`src/rtl/core/dcpg_pkg.sv`:
```
// Types and constants of the duty cycle pattern generator.
// No dependencies; compiled before every other file of the block.
package dcpg_pkg;

  localparam int TICK_W   = 32;
  localparam int PERIOD_W = 24;
  localparam int DUTY_W   = 7;
  localparam int REPEAT_W = 16;
  localparam int MODE_W   = 2;
  localparam int EVENT_W  = 2;
  localparam int CFG_W    = 24;
  localparam int CFG_IDX_W = 2;
  localparam int PROD_W   = PERIOD_W + DUTY_W;

  localparam logic [MODE_W-1:0] MODE_POLL    = 2'd0;
  localparam logic [MODE_W-1:0] MODE_RESTART = 2'd1;
  localparam logic [MODE_W-1:0] MODE_INIT    = 2'd2;

  localparam logic [EVENT_W-1:0] EV_NONE = 2'd0;
  localparam logic [EVENT_W-1:0] EV_OFF  = 2'd1;
  localparam logic [EVENT_W-1:0] EV_ON   = 2'd2;

  localparam logic [CFG_IDX_W-1:0] CFG_PERIOD = 2'd0;
  localparam logic [CFG_IDX_W-1:0] CFG_DUTY   = 2'd1;
  localparam logic [CFG_IDX_W-1:0] CFG_REPEAT = 2'd2;

  localparam logic [PERIOD_W-1:0] PERIOD_RST = 24'd1000;
  localparam logic [DUTY_W-1:0]   DUTY_RST   = 7'd50;
  localparam logic [REPEAT_W-1:0] REPEAT_RST = 16'd0;

  localparam logic [DUTY_W-1:0] DUTY_MAX = 7'd99;
  localparam logic [DUTY_W-1:0] PERCENT  = 7'd100;

  // floor(x / 100) == (x * RECIP_MUL) >> RECIP_SHIFT for every x below 2^31
  localparam logic [31:0] RECIP_MUL   = 32'd2748779070;
  localparam int          RECIP_SHIFT = 38;

  typedef struct packed {
    logic [TICK_W-1:0]   phase_start;
    logic [TICK_W-1:0]   phase_elapsed;
    logic                phase_running;
    logic [PERIOD_W-1:0] phase_length;
    logic                in_off_phase;
    logic [REPEAT_W-1:0] cycles_done;
    logic                all_done;
  } dcpg_state_t;

  typedef struct packed {
    logic [PERIOD_W-1:0] on_len;
    logic [PERIOD_W-1:0] off_len;
  } dcpg_len_t;

  typedef struct packed {
    logic [EVENT_W-1:0] event_res;
    logic               finished;
    logic [TICK_W-1:0]  elapsed_ticks;
  } dcpg_result_t;

endpackage

```
`src/rtl/core/dcpg_in_if.sv`:
```
// Poll channel: valid/ready handshake carrying mode and tick.
// Depends on dcpg_pkg.
interface dcpg_in_if;
  import dcpg_pkg::*;

  logic              valid;
  logic              ready;
  logic [MODE_W-1:0] mode;
  logic [TICK_W-1:0] now_tick;

  modport source(output valid, output mode, output now_tick, input ready);
  modport sink(input valid, input mode, input now_tick, output ready);
endinterface

```
`src/rtl/core/dcpg_out_if.sv`:
```
// Status channel: valid/ready handshake carrying the per-poll result.
// Depends on dcpg_pkg.
interface dcpg_out_if;
  import dcpg_pkg::*;

  logic               valid;
  logic               ready;
  logic [EVENT_W-1:0] event_res;
  logic               finished;
  logic [TICK_W-1:0]  elapsed_ticks;

  modport source(output valid, output event_res, output finished, output elapsed_ticks,
                 input ready);
  modport sink(input valid, input event_res, input finished, input elapsed_ticks,
               output ready);
endinterface

```
`src/rtl/core/dcpg_len.sv`:
```
// Phase length scaler: period * percent / 100 for the on and off phases.
// Two register stages; depends on dcpg_pkg.
module dcpg_len (
  input  logic                     clk,
  input  logic [dcpg_pkg::PERIOD_W-1:0] period_ms,
  input  logic [dcpg_pkg::DUTY_W-1:0]   duty_percent,
  output dcpg_pkg::dcpg_len_t           lens
);
  import dcpg_pkg::*;

  logic [DUTY_W-1:0]  duty_sat;
  logic [DUTY_W-1:0]  off_pct;
  logic [PROD_W-1:0]  prod_on;
  logic [PROD_W-1:0]  prod_off;
  logic [PROD_W+31:0] scaled_on;
  logic [PROD_W+31:0] scaled_off;

  assign duty_sat = (duty_percent > DUTY_MAX) ? DUTY_MAX : duty_percent;
  assign off_pct  = PERCENT - duty_sat;

  // divide by 100 as a reciprocal multiply
  assign scaled_on  = {32'd0, prod_on} * {{PROD_W{1'b0}}, RECIP_MUL};
  assign scaled_off = {32'd0, prod_off} * {{PROD_W{1'b0}}, RECIP_MUL};

  always_ff @(posedge clk) begin
    prod_on      <= PROD_W'({{DUTY_W{1'b0}}, period_ms} * {{PERIOD_W{1'b0}}, duty_sat});
    prod_off     <= PROD_W'({{DUTY_W{1'b0}}, period_ms} * {{PERIOD_W{1'b0}}, off_pct});
    lens.on_len  <= scaled_on[RECIP_SHIFT +: PERIOD_W];
    lens.off_len <= scaled_off[RECIP_SHIFT +: PERIOD_W];
  end
endmodule

```
`src/rtl/core/dcpg_step.sv`:
```
// Next-state and result logic for one poll, restart or init item.
// Purely combinational; depends on dcpg_pkg.
module dcpg_step (
  input  dcpg_pkg::dcpg_state_t         cur,
  input  dcpg_pkg::dcpg_len_t           lens,
  input  logic [dcpg_pkg::REPEAT_W-1:0] repeat_count,
  input  logic [dcpg_pkg::MODE_W-1:0]   mode,
  input  logic [dcpg_pkg::TICK_W-1:0]   now_tick,
  output dcpg_pkg::dcpg_state_t         nxt,
  output dcpg_pkg::dcpg_result_t        res
);
  import dcpg_pkg::*;

  logic [TICK_W-1:0] start_run;
  logic [TICK_W-1:0] elapsed_run;
  logic              phase_end;

  // a stopped timer resumes where it left off
  assign start_run   = cur.phase_running ? cur.phase_start : now_tick - cur.phase_elapsed;
  assign elapsed_run = now_tick - start_run;
  assign phase_end   = elapsed_run >= {{(TICK_W-PERIOD_W){1'b0}}, cur.phase_length};

  always_comb begin
    nxt           = cur;
    res.event_res = EV_NONE;
    res.finished  = 1'b0;
    unique case (mode)
      MODE_INIT: begin
        nxt.all_done      = 1'b0;
        nxt.cycles_done   = '0;
        nxt.in_off_phase  = 1'b0;
        nxt.phase_start   = '0;
        nxt.phase_elapsed = '0;
        nxt.phase_running = 1'b0;
        nxt.phase_length  = lens.on_len;
      end
      MODE_RESTART: begin
        nxt.all_done    = 1'b0;
        nxt.cycles_done = '0;
      end
      MODE_POLL: begin
        if (cur.all_done) begin
          res.finished = 1'b1;
        end else if (cur.cycles_done == repeat_count) begin
          nxt.all_done = 1'b1;
          res.finished = 1'b1;
        end else begin
          nxt.phase_running = 1'b1;
          if (phase_end) begin
            nxt.phase_start   = now_tick;
            nxt.phase_elapsed = '0;
            if (!cur.in_off_phase) begin
              res.event_res    = EV_OFF;
              nxt.in_off_phase = 1'b1;
              nxt.phase_length = lens.off_len;
            end else begin
              res.event_res    = EV_ON;
              nxt.in_off_phase = 1'b0;
              nxt.phase_length = lens.on_len;
              nxt.cycles_done  = cur.cycles_done + 1'b1;
            end
          end else begin
            nxt.phase_start   = start_run;
            nxt.phase_elapsed = elapsed_run;
          end
        end
      end
      default: begin
        res.finished = cur.all_done;
      end
    endcase
    res.elapsed_ticks = nxt.phase_elapsed;
  end
endmodule

```
`src/rtl/core/duty_cycle_pattern_generator.sv`:
```
// Duty cycle pattern generator, top level.
// Depends on dcpg_pkg, dcpg_in_if, dcpg_out_if, dcpg_len and dcpg_step.
//
// Usage:
//   poll   - valid/ready channel; mode (poll, restart, init) and now_tick.
//   status - valid/ready channel; event_res, finished, elapsed_ticks.
//            Exactly one status transfer per poll transfer, in order.
//   cfg_we/cfg_index/cfg_data - register writes (period, duty, repeats),
//            issued only while no poll is in flight.
// A transferred poll is held in the input register, and its result is then
//   registered in the status register; the phase timer compare and update sit
//   between the two. Throughput: one poll per cycle while status does not stall.
// The on/off lengths come from a two-stage multiply and reciprocal scale
//   of the configuration; poll.ready drops during a register write and for
//   one cycle after it, and for one cycle after reset.
// Reset clears the phase timer, cycle count and both pipeline slots and
//   loads period 1000, duty 50, repeats 0.
// When status stalls, the pending poll waits in the input register and
//   poll.ready falls until the status transfer frees the output.
module duty_cycle_pattern_generator (
  input  logic                           clk,
  input  logic                           rst,
  input  logic                           cfg_we,
  input  logic [dcpg_pkg::CFG_IDX_W-1:0] cfg_index,
  input  logic [dcpg_pkg::CFG_W-1:0]     cfg_data,
  dcpg_in_if.sink                        poll,
  dcpg_out_if.source                     status
);
  import dcpg_pkg::*;

  logic [PERIOD_W-1:0] period_ms;
  logic [DUTY_W-1:0]   duty_percent;
  logic [REPEAT_W-1:0] repeat_count;
  logic                cfg_settle;

  logic                s0_valid;
  logic [MODE_W-1:0]   s0_mode;
  logic [TICK_W-1:0]   s0_tick;

  dcpg_state_t         state;
  dcpg_state_t         state_next;
  dcpg_len_t           lens;
  dcpg_result_t        res;
  dcpg_result_t        res_next;
  logic                res_valid;
  logic                advance;
  logic                poll_xfer;

  assign advance    = s0_valid && (!res_valid || status.ready);
  assign poll.ready = (!s0_valid || advance) && !cfg_settle && !cfg_we;
  assign poll_xfer  = poll.valid && poll.ready;

  always_ff @(posedge clk) begin
    if (rst) begin
      period_ms    <= PERIOD_RST;
      duty_percent <= DUTY_RST;
      repeat_count <= REPEAT_RST;
    end else if (cfg_we) begin
      unique case (cfg_index)
        CFG_PERIOD: period_ms    <= cfg_data[PERIOD_W-1:0];
        CFG_DUTY:   duty_percent <= cfg_data[DUTY_W-1:0];
        CFG_REPEAT: repeat_count <= cfg_data[REPEAT_W-1:0];
        default: ;
      endcase
    end
  end

  dcpg_len u_len (
    .clk          (clk),
    .period_ms    (period_ms),
    .duty_percent (duty_percent),
    .lens         (lens)
  );

  dcpg_step u_step (
    .cur          (state),
    .lens         (lens),
    .repeat_count (repeat_count),
    .mode         (s0_mode),
    .now_tick     (s0_tick),
    .nxt          (state_next),
    .res          (res_next)
  );

  // control
  always_ff @(posedge clk) begin
    if (rst) begin
      cfg_settle <= 1'b1;
      s0_valid   <= 1'b0;
      res_valid  <= 1'b0;
      state      <= '0;
    end else begin
      cfg_settle <= cfg_we;
      if (poll_xfer) begin
        s0_valid <= 1'b1;
      end else if (advance) begin
        s0_valid <= 1'b0;
      end
      if (advance) begin
        state     <= state_next;
        res_valid <= 1'b1;
      end else if (status.ready) begin
        res_valid <= 1'b0;
      end
    end
  end

  // payload
  always_ff @(posedge clk) begin
    if (poll_xfer) begin
      s0_mode <= poll.mode;
      s0_tick <= poll.now_tick;
    end
    if (advance) begin
      res <= res_next;
    end
  end

  assign status.valid         = res_valid;
  assign status.event_res     = res.event_res;
  assign status.finished      = res.finished;
  assign status.elapsed_ticks = res.elapsed_ticks;
endmodule

```
`src/flat_wrapper.sv`:
```
// flat-port wrapper written by rule: the top's interface ports become plain ports
module duty_cycle_pattern_generator_flat import dcpg_pkg::*;
  (clk, rst, cfg_we, cfg_index, cfg_data, poll_valid, poll_mode, poll_now_tick, poll_ready, status_valid, status_event_res, status_finished, status_elapsed_ticks, status_ready);
  dcpg_in_if poll_i ();
  dcpg_out_if status_i ();
  input  logic clk;
  input  logic rst;
  input  logic cfg_we;
  input  logic [dcpg_pkg::CFG_IDX_W-1:0] cfg_index;
  input  logic [dcpg_pkg::CFG_W-1:0] cfg_data;
  input wire logic [$bits(poll_i.valid)-1:0] poll_valid;
  input wire logic [$bits(poll_i.mode)-1:0] poll_mode;
  input wire logic [$bits(poll_i.now_tick)-1:0] poll_now_tick;
  output wire logic [$bits(poll_i.ready)-1:0] poll_ready;
  output wire logic [$bits(status_i.valid)-1:0] status_valid;
  output wire logic [$bits(status_i.event_res)-1:0] status_event_res;
  output wire logic [$bits(status_i.finished)-1:0] status_finished;
  output wire logic [$bits(status_i.elapsed_ticks)-1:0] status_elapsed_ticks;
  input wire logic [$bits(status_i.ready)-1:0] status_ready;
  assign poll_i.valid = poll_valid;
  assign poll_i.mode = poll_mode;
  assign poll_i.now_tick = poll_now_tick;
  assign poll_ready = poll_i.ready;
  assign status_valid = status_i.valid;
  assign status_event_res = status_i.event_res;
  assign status_finished = status_i.finished;
  assign status_elapsed_ticks = status_i.elapsed_ticks;
  assign status_i.ready = status_ready;
  duty_cycle_pattern_generator u_core (.clk(clk), .rst(rst), .cfg_we(cfg_we), .cfg_index(cfg_index), .cfg_data(cfg_data), .poll(poll_i), .status(status_i));
endmodule
```
`config.mk`:
```
export PLATFORM = sky130hd
export DESIGN_NAME = duty_cycle_pattern_generator_flat
export DESIGN_NICKNAME = d
export VERILOG_FILES = /design/src/rtl/core/dcpg_pkg.sv /design/src/rtl/core/dcpg_in_if.sv /design/src/rtl/core/dcpg_out_if.sv /design/src/rtl/core/dcpg_len.sv /design/src/rtl/core/dcpg_step.sv /design/src/rtl/core/duty_cycle_pattern_generator.sv /design/src/flat_wrapper.sv
export SDC_FILE = /design/constraint.sdc
export NUM_CORES = 2
export LEC_CHECK = 0
export BUFFER_PORTS_ARGS = -buffer_cell sky130_fd_sc_hd__buf_2
export CAP_MARGIN = 0
export CORE_MARGIN = 4
export CORE_UTILIZATION = 30
export CTS_CLUSTER_DIAMETER = 80
export DETAILED_ROUTE_END_ITERATION = 10
export GPL_TIMING_DRIVEN = 0
export PLACE_DENSITY = 0.46
export SYNTH_ARGS = -nofsm -noshare
export SYNTH_HDL_FRONTEND = slang
export SYNTH_HIERARCHICAL = 1
export SYNTH_SLANG_ARGS = --single-unit
```
`constraint.sdc`:
```
create_clock -name clk -period 7.17 [get_ports clk]
set_clock_uncertainty 0.2 [all_clocks]
set_input_delay 0 -clock clk [delete_from_list [all_inputs] [get_ports clk]]
set_output_delay 0 -clock clk [all_outputs]
set_load 0.01 [all_outputs]
```
==> out/metrics.yaml <==
cts.reportedPaths.clkPinSlew_ns: 0.06
path_class: "register to register"
setup_total_negative_slack_ns: -13.85
htree_levels: 2
maximum_number_of_pins_on_one_net_before_global_route_repair: 45
worst_path_largest_cell_delay_ns: 0.53
die_w_um: 453
max-slew-margin-rel: 0.224
cp_data_required_time_ns: 7.55
critical_path.max_fanout: 7
endpoints_failing_setup: 112
synth_register_bits: 335
critical_path.reg2reg.endpoint: "u_core/state[37]$_SDFFE_PP0P_"
max_cap_violations: 0
grt_setup_unrepaired: "true"
ys_types: 101
drt-vias-per-instance: 4.76
ys_seq_area_frac: 0.124
slowest_stage: "xnor2_1"
fin_max_slew_vios: 0
finalWirelength_um: 190000
cts_root_buf: "clkbuf_16"
outcome: "complete, but fails checks"
crit-reg2reg-launch: "u_core/s0_tick[1]$_DFFE_PP_"
grt_usage: 0.185
worst_skew_pair.late_latency_ns: 0.66
max-clock-path-buffers: 3
yosys.cell_count.top_type: "inv_1"
start_util: 0.301
die_area_um2: 205000
mappedNetlistNets: 8125
placed_wire_length_estimate_after_detailed_placement_um: 159000
numCtsBuffers: 44
finish.net_count: 8565
failed_checks: "setup timing"
crit_start_category: "register"
end_of_the_worst_hold_path: "u_core/period_ms[9]$_SDFFE_PP1P_"
buffer_ports.inserted: 100
dr.pass1.iters: 6
total_number_of_placement_rows: 163
post_drt_wl_per_cell_um: 20.5
overflow: 0
cts_tree: "yes"
hold_path_cells: 4
min_period_ns: 7.39
layout_worst_path_cycle_share: 1.03
r2r_cells: 30
worst_pin_slew_ns: 1.15
antenna_found_initial: 13
hold_path_startpoint: "cfg_data[9]"
synthTopCellsByArea: "fa_1 33%, ha_1 20%, dfxtp_1 9.0%, inv_1 8.1%, edfxtp_1 3.5%"
critical_path.n_buffers_inverters: 5
worst_hold_slack_ns: 0.0793
gp_routability_congestion: 0.901
first_global_vias: 46900
worst_path_dominant_cell_family: "compound AO/OA/AOI/OAI gates"
postSynthCellCount: 6142
total_of_warnings_raised_by_yosys: 6
number_of_primary_i_o_pins: 102
drtAntennaViolNets: 0
cp.arrival_ns: 7.77
syn-cell-area_um2: 59400
post_route_utilization: 0.356
final_layout_size_suffix_gt1_frac: 0.124
drc_errors: 0
worstSetupEndpointType: "register"
synth_common_cells: "1286 x inv_1, 968 x fa_1, 950 x ha_1, 391 x nand2_1, 273 x a21oi_1"
fp.dieH_um: 453
flow.area_growth_from_synthesis_pct: 18.3
routed-via-count: 44100
netlist.top_cell.by_area: "fa_1"
iter_0_drt_violations: 2468
synth_top_area_frac: 0.326
core_region_area_um2: 197000
asyncSetResetFlopFracSynth: 0
postSynthAreaPerCell_um2: 9.67
timing.reg2reg.setup_slack_ns: -0.22
achievable-frequency_mhz: 135
final_critical_path_setup_slack_ns: -0.222
synth_flop_cell: "dfxtp_1"
first_pass_grt_wire_length_um: 290000
synth-edff-count: 69
tritoncts_num_sinks: 335
timing.final.hold_violations: 0
hp-class: "input pin to register"
[per-layer routing]
layer / routed length, um / vias to the layer above / part of all wire / track usage
met3: 9820 / 183 / 0.052 / 0.0292
met5: 13 / - / 0.000068 / 0
met1: 87000 / 22200 / 0.46 / 0.255
met2: 88400 / 969 / 0.47 / 0.306
li1: - / 20700 / - / -
met4: 4670 / 2 / 0.025 / 0.0430
[sequential cells by signal (all words and copies together), names as in the netlist]
name / flops
u_core/state: 107
u_core/u_len/lens: 48
u_core/s0_tick: 32
u_core/status.elapsed_ticks: 32
u_core/u_len/prod_off: 31
u_core/u_len/prod_on: 30
u_core/period_ms: 24
u_core/repeat_count: 16
u_core/duty_percent: 7
u_core/s0_mode: 2
u_core/status.event_res: 2
u_core/cfg_settle: 1
u_core/s0_valid: 1
u_core/status.finished: 1
u_core/status.valid: 1
[worst min-delay path, delay by kind of cell]
family                 cells  cell delay [ns]
buffers and inverters      2             0.70
AND/OR/NAND/NOR            2             0.15
[placed cells by master (no fill, tap or decap), types with 39 or more instances in the layout]
cell type,synthesis,final
nand2_1,391,385
a21o_1,122,121
and3_1,50,39
edfxtp_1,69,69
and2_1,147,147
buf_4,45,165
xnor2_1,123,114
nand4_1,41,41
clkbuf_1,124,104
ha_1,950,895
a21oi_1,273,228
nand3_1,61,56
dfxtp_4,0,47
a21oi_2,3,40
o21ai_0,118,89
buf_2,22,111
nor3_1,49,45
clkbuf_16,0,49
mux2i_1,130,127
inv_1,1286,1282
nor2_1,166,160
xor2_1,45,40
fa_1,968,952
dfxtp_1,266,204
nand2b_1,241,238
dlygate4sd3_1,0,143
[how the worst max path moves through the flow]
stage,start,depth (start not counted),slack (ns),end
floorplan,u_core/s0_tick[0]$_DFFE_PP_,36,0.29,u_core/state[22]$_SDFFE_PP0P_
detailed placement,u_core/s0_tick[0]$_DFFE_PP_,31,-2.27,u_core/status.elapsed_ticks[1]$_DFFE_PP_
global placement,u_core/s0_tick[0]$_DFFE_PP_,31,-2.34,u_core/status.elapsed_ticks[1]$_DFFE_PP_
global route,u_core/s0_tick[0]$_DFFE_PP_,32,-0.38,u_core/state[31]$_SDFFE_PP0P_
CTS,u_core/s0_tick[0]$_DFFE_PP_,35,-0.19,u_core/state[66]$_SDFFE_PP0P_
finish,u_core/s0_tick[1]$_DFFE_PP_,30,-0.22,u_core/state[37]$_SDFFE_PP0P_
[logic make-up (layout without fill, tap and decap cells)]
kind of cell | after synthesis | after routing | synth area share
DFF | 335 | 335 | 0.124
and+or+nand+nor | 1260 | 1261 | 0.110
buffers and inverters | 1489 | 1964 | 0.0981
adders and majority gates | 1918 | 1918 | 0.526
muxes | 131 | 131 | 0.0221
xor gates and xnor gates | 168 | 168 | 0.0248
other | 0 | 5 | 0
AOI/OAI and AO/OA | 841 | 841 | 0.0947
[through the flow]
| stage | worst slack (ns) | cell area [um^2] | std cells |
|---|---|---|---|
| 3_3_place_gp | -2.34 | 63200 | 8882 |
| 2_1_floorplan | 0.295 | 59400 | 6142 |
| 6_report | -0.222 | 70300 | 9263 |
| 3_5_place_dp | -2.27 | 63300 | 8885 |
| 5_1_grt | -0.375 | 70300 | 9259 |
| 4_1_cts | -0.188 | 69000 | 9213 |
[timing repair]
item | CTS | global route
buffers inserted | 100 | 56
pin swaps | 86 | 104
endpoints found under the hold margin | 125 | 0
hold buffers | 143 | 0
gates cloned | 8 | 1
setup endpoints to repair | 187 | 164
gates resized for setup | 409 | 219
[cell type report]
| cell class | count | area [um^2] |
|---|---|---|
| antenna | 5 | 12.5 |
| sequential | 335 | 7590 |
| fill | 20000 | 127000 |
| multi-input combinational | 4319 | 48300 |
| clock buffer | 57 | 1260 |
| timing repair inverter | 1 | 16.3 |
| tap | 2640 | 3300 |
| inverter | 1287 | 4850 |
| timing repair buffer | 402 | 3440 |
| clock inverter | 25 | 380 |
| buffer | 192 | 1160 |
Power is not shown: default switching activity piles up to over one toggle a cycle in this logic, so the estimate is an artifact.
